===== config.mk =====
export PLATFORM = sky130hd
export DESIGN_NAME = servo_sync_write_framer_unit
export DESIGN_NICKNAME = d
export VERILOG_FILES = /design/src/hw/rtl/ssw_pkg.sv /design/src/hw/rtl/ssw_front.sv /design/src/hw/rtl/ssw_queue.sv /design/src/hw/rtl/ssw_back.sv /design/src/hw/rtl/servo_sync_write_framer_unit.sv
export SDC_FILE = /design/constraint.sdc
export NUM_CORES = 1
export LEC_CHECK = 0
export BUFFER_PORTS_ARGS = -buffer_cell sky130_fd_sc_hd__buf_2
export CAP_MARGIN = 25
export CORE_MARGIN = 3
export CORE_UTILIZATION = 25
export CTS_CLUSTER_SIZE = 8
export DETAILED_ROUTE_END_ITERATION = 16
export SLEW_MARGIN = 20
export SYNTH_ARGS = -nofsm -noshare
export SYNTH_HDL_FRONTEND = slang
export SYNTH_HIERARCHICAL = 1
export SYNTH_SLANG_ARGS = --single-unit

===== constraint.sdc =====
create_clock -name clock -period 4.1 [get_ports clock]
set_input_delay 0 -clock clock [delete_from_list [all_inputs] [get_ports clock]]
set_output_delay 0 -clock clock [all_outputs]
set_load 0.02 [all_outputs]

===== src/hw/rtl/ssw_pkg.sv =====
// Servo sync-write framer package: shared types, packet constants and slot numbers.
// No dependencies.
`default_nettype none

package ssw_pkg;

   // configuration register indexes
   localparam logic [1:0] REG_FIRST_ID  = 2'd0;
   localparam logic [1:0] REG_FIRST_POS = 2'd1;
   localparam logic [1:0] REG_SECOND_ID = 2'd2;

   // packet constants
   localparam logic [7:0] HDR_BYTE     = 8'hFF;
   localparam logic [7:0] BCAST_ID     = 8'hFE;
   localparam logic [7:0] PKT_LENGTH   = 8'h0E;
   localparam logic [7:0] INST_SYNC_WR = 8'h83;
   localparam logic [7:0] START_ADDR   = 8'h1E;
   localparam logic [7:0] DATA_LEN     = 8'h04;

   // byte slots within the packet
   localparam logic [4:0] SLOT_HDR0  = 5'd0;
   localparam logic [4:0] SLOT_HDR1  = 5'd1;
   localparam logic [4:0] SLOT_BCAST = 5'd2;
   localparam logic [4:0] SLOT_LEN   = 5'd3;
   localparam logic [4:0] SLOT_INST  = 5'd4;
   localparam logic [4:0] SLOT_ADDR  = 5'd5;
   localparam logic [4:0] SLOT_DLEN  = 5'd6;
   localparam logic [4:0] SLOT_ID1   = 5'd7;
   localparam logic [4:0] SLOT_POS1L = 5'd8;
   localparam logic [4:0] SLOT_POS1H = 5'd9;
   localparam logic [4:0] SLOT_SPD1L = 5'd10;
   localparam logic [4:0] SLOT_SPD1H = 5'd11;
   localparam logic [4:0] SLOT_ID2   = 5'd12;
   localparam logic [4:0] SLOT_POS2L = 5'd13;
   localparam logic [4:0] SLOT_POS2H = 5'd14;
   localparam logic [4:0] SLOT_SPD2L = 5'd15;
   localparam logic [4:0] SLOT_SPD2H = 5'd16;
   localparam logic [4:0] SLOT_CHK   = 5'd17;

   // reciprocal constants: 256*a/75 and 512*s/57, exact over the input ranges
   localparam logic [17:0] POS_RECIP = 18'd223697;  // ceil(2^24/75)
   localparam int          POS_SHIFT = 24;
   localparam logic [16:0] SPD_RECIP = 17'd73585;   // ceil(2^22/57)
   localparam int          SPD_SHIFT = 22;
   localparam logic [9:0]  CODE_MAX  = 10'd1023;

   localparam int QUEUE_DEPTH = 2;

   typedef struct packed {
      logic [9:0] pos_code;
      logic [9:0] spd_code;
   } cmd_type;

   typedef struct packed {
      logic [7:0] first_id;
      logic [9:0] first_pos;
      logic [7:0] second_id;
   } cfg_type;

endpackage

`default_nettype wire


===== src/hw/rtl/ssw_front.sv =====
// Front end: scales angle and speed to 10-bit codes for the command queue.
// Depends on ssw_pkg.
`default_nettype none

module ssw_front (
   input  wire logic [8:0]     angle_deg,
   input  wire logic [6:0]     speed_rpm,
   output ssw_pkg::cmd_type    cmd
);

   logic [16:0] pos_num;
   logic [15:0] spd_num;
   logic [34:0] pos_prod;
   logic [32:0] spd_prod;
   logic [10:0] pos_q;
   logic [10:0] spd_q;

   assign pos_num  = {angle_deg, 8'b0};
   assign spd_num  = {speed_rpm, 9'b0};
   assign pos_prod = 35'(pos_num) * 35'(ssw_pkg::POS_RECIP);
   assign spd_prod = 33'(spd_num) * 33'(ssw_pkg::SPD_RECIP);
   assign pos_q    = 11'(pos_prod >> ssw_pkg::POS_SHIFT);
   assign spd_q    = 11'(spd_prod >> ssw_pkg::SPD_SHIFT);

   always_comb begin
      cmd.pos_code = (pos_q > 11'(ssw_pkg::CODE_MAX)) ? ssw_pkg::CODE_MAX : pos_q[9:0];
      cmd.spd_code = (spd_q > 11'(ssw_pkg::CODE_MAX)) ? ssw_pkg::CODE_MAX : spd_q[9:0];
   end

endmodule

`default_nettype wire


===== src/hw/rtl/ssw_queue.sv =====
// Two-entry command queue between front end and packet sequencer.
// Depends on ssw_pkg.
`default_nettype none

module ssw_queue (
   input  wire logic             clock,
   input  wire logic             reset,
   input  wire logic             push,
   input  wire ssw_pkg::cmd_type push_cmd,
   output logic                  full,
   input  wire logic             pop,
   output ssw_pkg::cmd_type      head_cmd,
   output logic                  head_valid
);

   ssw_pkg::cmd_type entry_ff [ssw_pkg::QUEUE_DEPTH];
   logic       wr_ptr_ff, wr_ptr_in;
   logic       rd_ptr_ff, rd_ptr_in;
   logic [1:0] count_ff, count_in;
   logic       do_push, do_pop;

   assign full       = (count_ff == 2'(ssw_pkg::QUEUE_DEPTH));
   assign head_valid = (count_ff != 2'd0);
   assign head_cmd   = entry_ff[rd_ptr_ff];
   assign do_push    = push && !full;
   assign do_pop     = pop && head_valid;

   always_comb begin
      wr_ptr_in = do_push ? ~wr_ptr_ff : wr_ptr_ff;
      rd_ptr_in = do_pop ? ~rd_ptr_ff : rd_ptr_ff;
      count_in  = count_ff + 2'(do_push) - 2'(do_pop);
   end

   always_ff @(posedge clock) begin
      if (reset) begin
         wr_ptr_ff <= 1'b0;
         rd_ptr_ff <= 1'b0;
         count_ff  <= 2'd0;
      end else begin
         wr_ptr_ff <= wr_ptr_in;
         rd_ptr_ff <= rd_ptr_in;
         count_ff  <= count_in;
      end
   end

   always_ff @(posedge clock) begin
      if (do_push) begin
         entry_ff[wr_ptr_ff] <= push_cmd;
      end
   end

endmodule

`default_nettype wire


===== src/hw/rtl/ssw_back.sv =====
// Packet sequencer: walks the 18 byte slots for the head command, keeps a running
// checksum and drives the registered result word. Depends on ssw_pkg.
`default_nettype none

module ssw_back (
   input  wire logic             clock,
   input  wire logic             reset,
   input  wire ssw_pkg::cfg_type cfg,
   input  wire logic             head_valid,
   input  wire ssw_pkg::cmd_type head_cmd,
   output logic                  head_pop,
   output logic [7:0]            tx_byte,
   output logic                  last_byte,
   output logic                  empty,
   input  wire logic             pop
);

   logic [4:0] slot_ff, slot_in;
   logic [7:0] sum_ff, sum_in;
   logic       out_valid_ff, out_valid_in;
   logic [7:0] out_byte_ff;
   logic       out_last_ff;
   logic       advance;
   logic [7:0] cur_byte;
   logic [9:0] fpos;

   assign empty     = !out_valid_ff;
   assign tx_byte   = out_byte_ff;
   assign last_byte = out_last_ff;
   assign advance   = head_valid && (!out_valid_ff || pop);
   assign head_pop  = advance && (slot_ff == ssw_pkg::SLOT_CHK);
   assign fpos      = cfg.first_pos;

   always_comb begin
      case (slot_ff)
         ssw_pkg::SLOT_HDR0:  cur_byte = ssw_pkg::HDR_BYTE;
         ssw_pkg::SLOT_HDR1:  cur_byte = ssw_pkg::HDR_BYTE;
         ssw_pkg::SLOT_BCAST: cur_byte = ssw_pkg::BCAST_ID;
         ssw_pkg::SLOT_LEN:   cur_byte = ssw_pkg::PKT_LENGTH;
         ssw_pkg::SLOT_INST:  cur_byte = ssw_pkg::INST_SYNC_WR;
         ssw_pkg::SLOT_ADDR:  cur_byte = ssw_pkg::START_ADDR;
         ssw_pkg::SLOT_DLEN:  cur_byte = ssw_pkg::DATA_LEN;
         ssw_pkg::SLOT_ID1:   cur_byte = cfg.first_id;
         ssw_pkg::SLOT_POS1L: cur_byte = fpos[7:0];
         ssw_pkg::SLOT_POS1H: cur_byte = {6'd0, fpos[9:8]};
         ssw_pkg::SLOT_SPD1L: cur_byte = head_cmd.spd_code[7:0];
         ssw_pkg::SLOT_SPD1H: cur_byte = {6'd0, head_cmd.spd_code[9:8]};
         ssw_pkg::SLOT_ID2:   cur_byte = cfg.second_id;
         ssw_pkg::SLOT_POS2L: cur_byte = head_cmd.pos_code[7:0];
         ssw_pkg::SLOT_POS2H: cur_byte = {6'd0, head_cmd.pos_code[9:8]};
         ssw_pkg::SLOT_SPD2L: cur_byte = head_cmd.spd_code[7:0];
         ssw_pkg::SLOT_SPD2H: cur_byte = {6'd0, head_cmd.spd_code[9:8]};
         ssw_pkg::SLOT_CHK:   cur_byte = ~sum_ff;
         default:             cur_byte = 8'd0;
      endcase
   end

   always_comb begin
      slot_in      = slot_ff;
      sum_in       = sum_ff;
      out_valid_in = out_valid_ff;
      if (advance) begin
         out_valid_in = 1'b1;
         slot_in      = (slot_ff == ssw_pkg::SLOT_CHK) ? ssw_pkg::SLOT_HDR0 : slot_ff + 5'd1;
         // checksum covers broadcast ID through last speed byte
         sum_in       = (slot_ff < ssw_pkg::SLOT_BCAST) ? 8'd0 : sum_ff + cur_byte;
      end else if (pop) begin
         out_valid_in = 1'b0;
      end
   end

   always_ff @(posedge clock) begin
      if (reset) begin
         slot_ff      <= ssw_pkg::SLOT_HDR0;
         sum_ff       <= 8'd0;
         out_valid_ff <= 1'b0;
      end else begin
         slot_ff      <= slot_in;
         sum_ff       <= sum_in;
         out_valid_ff <= out_valid_in;
      end
   end

   always_ff @(posedge clock) begin
      if (advance) begin
         out_byte_ff <= cur_byte;
         out_last_ff <= (slot_ff == ssw_pkg::SLOT_CHK);
      end
   end

   a_slot_range: assert property (@(posedge clock) disable iff (reset)
      slot_ff <= ssw_pkg::SLOT_CHK)
      else $error("packet slot out of range");

   a_pop_wraps: assert property (@(posedge clock) disable iff (reset)
      head_pop |=> (slot_ff == ssw_pkg::SLOT_HDR0) && out_last_ff && out_valid_ff)
      else $error("command retired without checksum word");

   a_hold_on_stall: assert property (@(posedge clock) disable iff (reset)
      (out_valid_ff && !pop) |=> $stable(slot_ff) && $stable(out_byte_ff))
      else $error("sequencer moved while result stalled");

endmodule

`default_nettype wire


===== src/hw/rtl/servo_sync_write_framer_unit.sv =====
// Top level of the servo sync-write framer: register file, front end, command
// queue and packet sequencer. Depends on ssw_pkg, ssw_front, ssw_queue, ssw_back.
`default_nettype none

// Each command (angle in degrees, speed in rpm) becomes one 18-word broadcast
// sync-write packet, one byte per word, low byte first for each 10-bit code,
// last_byte set on the closing checksum word. The angle maps to 1024*a/300 and
// the speed to 1024*s/114, truncated, both saturating at 1023. The sequencer
// emits one word per cycle while pops keep up, so the result port sets the
// sustained command rate. The front end scales a command in its accept cycle
// and parks it in a two-entry queue. The command being framed keeps its queue
// entry until its checksum word is loaded, so one further command is taken
// while a packet is streaming out, and a second once the checksum word is
// loaded.
// Registers sit at byte addresses 0 (first servo ID),
// 4 (first servo position) and 8 (second servo ID); write them only while idle.
module servo_sync_write_framer_unit (
   input  wire logic        clock,
   input  wire logic        reset,
   // command queue side
   input  wire logic        req_push,
   output logic             req_full,
   input  wire logic [8:0]  req_angle_deg,
   input  wire logic [6:0]  req_speed_rpm,
   // packet word side
   output logic             rsp_empty,
   input  wire logic        rsp_pop,
   output logic [7:0]       rsp_tx_byte,
   output logic             rsp_last_byte,
   // register port
   input  wire logic        csr_psel,
   input  wire logic        csr_penable,
   input  wire logic        csr_pwrite,
   input  wire logic [3:0]  csr_paddr,
   input  wire logic [31:0] csr_pwdata,
   output logic [31:0]      csr_prdata,
   output logic             csr_pready
);

   ssw_pkg::cfg_type cfg_ff, cfg_in;
   ssw_pkg::cmd_type front_cmd;
   ssw_pkg::cmd_type head_cmd;
   logic             head_valid;
   logic             head_pop;
   logic             csr_wr;
   logic [1:0]       csr_idx;

   assign csr_pready = 1'b1;
   assign csr_idx    = csr_paddr[3:2];
   assign csr_wr     = csr_psel && csr_penable && csr_pwrite;

   // register writes; index 3 is unmapped and dropped
   always_comb begin
      cfg_in = cfg_ff;
      if (csr_wr) begin
         case (csr_idx)
            ssw_pkg::REG_FIRST_ID:  cfg_in.first_id  = csr_pwdata[7:0];
            ssw_pkg::REG_FIRST_POS: cfg_in.first_pos = csr_pwdata[9:0];
            ssw_pkg::REG_SECOND_ID: cfg_in.second_id = csr_pwdata[7:0];
            default:                cfg_in = cfg_ff;
         endcase
      end
   end

   always_comb begin
      case (csr_idx)
         ssw_pkg::REG_FIRST_ID:  csr_prdata = {24'd0, cfg_ff.first_id};
         ssw_pkg::REG_FIRST_POS: csr_prdata = {22'd0, cfg_ff.first_pos};
         ssw_pkg::REG_SECOND_ID: csr_prdata = {24'd0, cfg_ff.second_id};
         default:                csr_prdata = 32'd0;
      endcase
   end

   always_ff @(posedge clock) begin
      if (reset) begin
         cfg_ff.first_id  <= 8'd1;
         cfg_ff.first_pos <= 10'd511;
         cfg_ff.second_id <= 8'd2;
      end else begin
         cfg_ff <= cfg_in;
      end
   end

   // scale in the accept cycle
   ssw_front u_front (
      .angle_deg (req_angle_deg),
      .speed_rpm (req_speed_rpm),
      .cmd       (front_cmd)
   );

   ssw_queue u_queue (
      .clock      (clock),
      .reset      (reset),
      .push       (req_push),
      .push_cmd   (front_cmd),
      .full       (req_full),
      .pop        (head_pop),
      .head_cmd   (head_cmd),
      .head_valid (head_valid)
   );

   ssw_back u_back (
      .clock      (clock),
      .reset      (reset),
      .cfg        (cfg_ff),
      .head_valid (head_valid),
      .head_cmd   (head_cmd),
      .head_pop   (head_pop),
      .tx_byte    (rsp_tx_byte),
      .last_byte  (rsp_last_byte),
      .empty      (rsp_empty),
      .pop        (rsp_pop)
   );

   a_last_means_retire: assert property (@(posedge clock) disable iff (reset)
      head_pop |-> head_valid)
      else $error("queue retired with no command");

   a_full_blocks: assert property (@(posedge clock) disable iff (reset)
      (req_full && !head_pop) |=> req_full)
      else $error("queue full cleared without retire");

   a_cfg_hold: assert property (@(posedge clock) disable iff (reset)
      !csr_wr |=> $stable(cfg_ff))
      else $error("register changed without write");

endmodule

`default_nettype wire

==> out/results.ini, run 1 <==
[cells_and_area]
final_common_cell = inv_1
num_antenna_cells = 0
nets = 1342
final_cell_mix = inv_1 (146), ha_1 (119), buf_4 (95)
drive_above_1_share_pct = 17.33
instances_no_fill = 1563
areaGrowthSynthToFinish_pct = 19.46
fillers = 3773

[placed_design]
dp_hpwl_um = 17900
routabilityCongestion = 0.8797
io_buffers = 55
placedCellCount = 1535

[timing]
hold_violations = 0
clock_skew_ns = 0.004663
slew_viol_final = 0
fmax_ghz = 0.2559
period_share_pct = 95.31
maxSlewHeadroom_pct = 37.62
finalSetupViolCount = 0
rsz0062_at_grt = false
worst_pin_slew_ns = 0.9358
finalCriticalPeriod_ns = 3.908

[global_routing]
grt_use_total_pct = 11.16
grt_pass1_wl_um = 35870
grt_max_degree = 61
first_global_vias = 7094
grt_antenna_before_repair = 0
globalRouteOverflowTotal = 0

[power]
peakVddDrop_v = 0.0002322
p_leak_nw = 5.086
p_total_mw = 6.031
powerDensity_nw_per_um2 = 548.6

[floorplan]
core-area_um2 = 35910
die_h_um = 197.9
io_pins = 103
start_util_pct = 25.62
row_count = 69
die-area_um2 = 39150
die_x_um = 197.9

[yosys]
syn-cell-area_um2 = 9203
avgSynthCellArea_um2 = 9.646
yosysTopAreaCell = ha_1
seq_area_frac_synth_pct = 25.78
synthArstFlopShare_pct = 0
synth-edff-count = 49
synth_top_area_share_pct = 16.32
synthFlopType = edfxtp_1
ys_ff_latch = 94
synth_cell_types = 77
ys_top_cells_by_area = ha_1 (16%), edfxtp_1 (16%), fa_1 (14%)
yosysWarnings = 6
synthCells = 954

[route]
antenna_left = 0
viasPerCell = 4.502
routed_wirelength_um = 21670
remaining_drc_errors = 0
firstDrtPassIters = 7
drt-initial-drc-count = 429
wl_per_cell_um = 13.87
via_count = 7037

[setup_path]
timing.critical_path.slowest_stage_cell = fa_1
ff2ff_path_depth = 14
max_stage_delay_ns = 0.51
crit_type = in -> reg
end_kind = flip-flop
required_ns = 4.26
crit_chain = buf_2, fa_1, fa_1, inv_1, fa_1, fa_1, inv_1, ha_1, a21oi_2, o21ai_2, a311o_1, or3_1, o221a_1, o22ai_1
critical_path_arrival_ns = 4.07
critPathLaunchType = primary input
crit_fanout = 9
timing.critical_path.mode_cell = fa_1

[clock_network]
clk_pin_slew_ns = 0.06
clock_sinks = 94
clock_path_buffers = 2
clk_latency_ns = 0.34
cts_buffers = 9
ctsHtreeMaxLevel = 3
clock-root-buffer = clkbuf_16
cts_tree = yes
cts_setup_buffers = 0

[min_path]
hold_class = in -> reg
hold_depth = 4

[outcome]
outcome = complete, no violations

[job]
drv_cap = 0

## final cells by class
class / instances / area [um2] / share of cell area (%)
tap: 461 / 576.8 / 5.247
clock inverter: 6 / 76.32 / 0.6943
multi-input combinational: 682 / 6073 / 55.25
inverter: 148 / 555.5 / 5.054
timing repair buffer: 162 / 1110 / 10.10
clock buffer: 10 / 229.0 / 2.083
sequential: 94 / 2372 / 21.58
## cells in the mapped netlist (6+ instances only)
cell type / instances
a211oi_1: 12
a21o_1: 12
a21oi_1: 28
a22oi_1: 9
a31oi_1: 7
buf_2: 7
buf_4: 26
clkbuf_1: 14
dfxtp_1: 45
edfxtp_1: 49
fa_1: 66
ha_1: 120
inv_1: 146
mux2_1: 18
mux2i_1: 42
nand2_1: 41
nand2b_1: 22
nand3_1: 17
nand4_1: 9
nor2_1: 61
nor2b_1: 6
nor3_1: 17
o21a_1: 8
o21ai_0: 28
o21ai_1: 13
o22ai_1: 13
or2b_1: 8
or3_1: 7
xnor2_1: 10
xor2_1: 8
## power by group
group	switching (mW)	internal (mW)	leakage, nW
sequential	0.0612	1.36	0.816
combinational	2.07	1.69	4.12
clock	0.333	0.527	0.149
## metrics by stage
stage                     hold slack [ns]  cell area, um2  setup WS, ns  setup TNS (ns)  utilization (%)
after floorplan                   0.06907            9281       0.04491               0                -
after global placement             0.2610           10520       -0.1793          -4.593            29.29
after detailed placement           0.2735           10530       -0.2116          -6.306            29.32
after CTS                         0.05083           10950        0.1610               0            30.48
after global routing              0.09916           10990      0.004543               0            30.61
final                             0.08463           10990        0.1923               0            30.61
## kinds of logic after synthesis
group / synth area share [%]
AND/OR/NAND/NOR: 12.54
buffers and inverters: 9.640
adder cells (fa/ha/maj): 30.67
AO/OA/AOI/OAI: 12.32
flip-flops: 25.78
multiplexers: 7.260
XOR/XNOR: 1.713
other: 0.08161
## sequential cells by signal, summed over array words and instances, names as in the netlist, named ones only
register             cells
cfg_ff                  26
u_back/sum_ff            8
u_queue/wr_ptr_ff        1
u_back/slot_ff           5
u_back/last_byte         1
u_back/tx_byte           8
u_queue/entry_ff        40
u_queue/rd_ptr_ff        1
u_back/out_valid_ff      1
u_queue/count_ff         2
## per-layer routing
layer / up-vias / part of all wire, % / GRT usage, %
li1: 3531 / - / -
met1: 3387 / 48 / 15.25
met2: 102 / 48 / 19.20
met3: 17 / 2.9 / 1.327
met4: 0 / 1.0 / 2.097
met5: - / 0 / 0
## worst max-delay path: cells and delay by family
family | cells | cell delay [ns]
adder cells (fa/ha/maj) | 5 | 2.26
buffers and inverters | 3 | 0.22
AND/OR/NAND/NOR | 1 | 0.31
AO/OA/AOI/OAI | 5 | 1.27
## worst paths after layout
path,startpoint,endpoint,slack [ns]
setup / recovery,req_angle_deg[6],u_queue/entry_ff[0][16],0.19
hold / removal,req_push,u_queue/wr_ptr_ff,0.08
setup reg to reg,flip-flop,u_back/sum_ff[6],0.31
hold reg to reg,cfg_ff[7],cfg_ff[7],0.50
## repair_timing
item,in CTS,in global routing
resized for setup,0,8
endpoints found under the hold margin,21,0
setup endpoints to repair,0,33
hold buffers,11,0
Note: power is estimated with default switching activity, not from simulation.
==> inputs of run 2 (changes only) <==
Settings changed: RECOVER_POWER set to 100.
==> out/results.ini, run 2 (synthesis results as in run 1) <==
[placed_design]
placed_area_um2 = 10530  ; unchanged
io_buffers = 55  ; unchanged
dp_hpwl_um = 17900  ; unchanged
routabilityCongestion = 0.8797  ; unchanged

[route]
firstDrtPassIters = 5  ; was 7
via_count = 7080  ; was 7037
drt-initial-drc-count = 419  ; was 429
antenna_left = 0  ; unchanged
wl_per_cell_um = 13.88  ; was 13.87 um
viasPerCell = 4.530  ; was 4.502
routed_wirelength_um = 21700  ; was 21670 um
remaining_drc_errors = 0  ; unchanged

[timing]
hold_violations = 0  ; unchanged
period_share_pct = 95.98  ; was 95.31%
maxSlewHeadroom_pct = 18.43  ; was 37.62%
finalCriticalPeriod_ns = 3.935  ; was 3.908 ns
rsz0062_at_grt = false  ; unchanged
finalSetupViolCount = 0  ; unchanged
final.setup.tns_ns = 0  ; unchanged
clock_skew_ns = 0.004428  ; was 0.004663 ns
slew_viol_final = 0  ; unchanged
worst_pin_slew_ns = 1.221  ; was 0.9358 ns
fmax_ghz = 0.2541  ; was 0.2559 GHz

[setup_path]
crit_chain = buf_2, fa_1, fa_1, inv_1, fa_1, fa_1, inv_1, ha_1, a21oi_2, o21ai_1, a311o_1, or3_1, o221a_1, o22ai_1  ; was buf_2, fa_1, fa_1, inv_1, fa_1, fa_1, inv_1, ha_1, a21oi_2, o21ai_2, a311o_1, or3_1, o221a_1, o22ai_1
required_ns = 4.26  ; about the same
end_kind = flip-flop  ; unchanged
rrSetupSlack_ns = 0.30  ; was 0.31 ns
timing.critical_path.slowest_stage_cell = fa_1  ; unchanged
max_stage_delay_ns = 0.51  ; about the same
timing.rr.end = u_back/sum_ff[6]  ; unchanged
crit_path_end = u_queue/entry_ff[0][16]  ; unchanged
critPathLaunchType = primary input  ; unchanged
cp.depth = 14  ; unchanged
critical_path_arrival_ns = 4.10  ; was 4.07 ns
crit_buf_inv = 3  ; unchanged
crit_type = in -> reg  ; unchanged
timing.critical_path.mode_cell = fa_1  ; unchanged
ff2ff_path_depth = 14  ; unchanged
crit_family = adder cells  ; unchanged
crit_fanout = 9  ; unchanged
worstSetupStartpoint = req_angle_deg[6]  ; unchanged

[power]
peakVddDrop_v = 0.0002322  ; about the same
p_total_mw = 6.019  ; was 6.031 mW
powerDensity_nw_per_um2 = 550.0  ; was 548.6 nW/um2
p_leak_nw = 5.006  ; was 5.086 nW

[cells_and_area]
layout.area.seq_um2 = 2372  ; unchanged
nets = 1342  ; unchanged
final_area_um2 = 10940  ; was 10990 um2
final_cell_mix = inv_1 (147), ha_1 (119), buf_4 (93)  ; was inv_1 (146), ha_1 (119), buf_4 (95)
final_common_cell = inv_1  ; unchanged
fillers = 3787  ; was 3773
drive_above_1_share_pct = 14.70  ; was 17.33%
num_antenna_cells = 0  ; unchanged
reg.largest.list = u_queue/entry_ff x40, cfg_ff x26  ; unchanged
multiInputGateArea_um2 = 6063  ; was 6073 um2
largest_reg_flops = 40  ; unchanged
largest_register = u_queue/entry_ff  ; unchanged
areaGrowthSynthToFinish_pct = 18.91  ; was 19.46%
utilization_pct = 30.47  ; was 30.61%

[outcome]
outcome = complete, no violations  ; unchanged

[global_routing]
grt_antenna_before_repair = 0  ; unchanged
grt_pass1_wl_um = 35870  ; unchanged
grt_max_degree = 61  ; unchanged
first_global_vias = 7094  ; unchanged
globalRouteOverflowTotal = 0  ; unchanged
grt_use_total_pct = 11.16  ; unchanged

[clock_network]
clock-root-buffer = clkbuf_16  ; unchanged
clk_pin_slew_ns = 0.06  ; about the same
cts_buffers = 9  ; unchanged
cts_tree = yes  ; unchanged
clk_latency_ns = 0.34  ; about the same
clock_sinks = 94  ; unchanged
ctsHtreeMaxLevel = 3  ; unchanged
clock_path_buffers = 2  ; unchanged

[min_path]
hold_class = in -> reg  ; unchanged
min-delay-start = req_push  ; unchanged
hold_depth = 4  ; unchanged

[job]
drv_cap = 0  ; unchanged

[floorplan]
die-area_um2 = 39150  ; unchanged
die_x_um = 197.9  ; unchanged
row_count = 69  ; unchanged
core-area_um2 = 35910  ; unchanged
io_pins = 103  ; unchanged
start_util_pct = 25.62  ; unchanged
die_h_um = 197.9  ; unchanged

==> run 2: metal layers <==
layer	GRT usage (%)	routed length [um]
met5	0	0
met4	2.097	220
met3	1.327	712
met2	19.20	10350
met1	15.25	10410
==> run 2: how the worst min path moves through the flow <==
stage / end / slack (ns)
global placement: cfg_ff[16] / 0.26
floorplan: u_queue/wr_ptr_ff / 0.07
finish: u_queue/wr_ptr_ff / 0.08
global route: u_queue/wr_ptr_ff / 0.1
CTS: u_queue/wr_ptr_ff / 0.05
detailed placement: cfg_ff[16] / 0.27
==> run 2: area by class of cell <==
| cell class | count | area share [%] |
|---|---|---|
| multi-input cells | 682 | 55.41 |
| flip-flops and latches | 94 | 21.68 |
| repair buffers | 162 | 9.776 |
| well taps | 461 | 5.271 |
| inverters | 148 | 5.077 |
| clock buffers | 10 | 2.092 |
| clock inverters | 6 | 0.6975 |
==> run 2: power by group <==
group	internal [mW]	leakage (nW)	switching, mW
combinational	1.67	4.04	2.07
clock	0.527	0.149	0.333
sequential	1.36	0.816	0.0617
total	3.56	5.01	2.46
==> run 2: timing repair <==
item,in CTS,in global routing
endpoints found under the setup margin,0,33
hold buffers,11,0
buffers inserted,0,0
resized for setup,0,8
hold endpoints to repair,21,0
==> run 2: per-stage QoR <==
step                      instances  hold slack [ns]  worst slack [ns]
after global placement         1534           0.2610           -0.1793
after detailed placement       1535           0.2735           -0.2116
after global routing           1563          0.09928          0.004543
after CTS                      1562          0.05083            0.1610
after floorplan                 975          0.06907           0.04491
final                          1563          0.07989            0.1650
==> run 2: worst min-delay path: stages <==
cell and delay (ns):
buf_2 0.12, inv_1 0.06, or3_1 0.13, a21oi_1 0.07
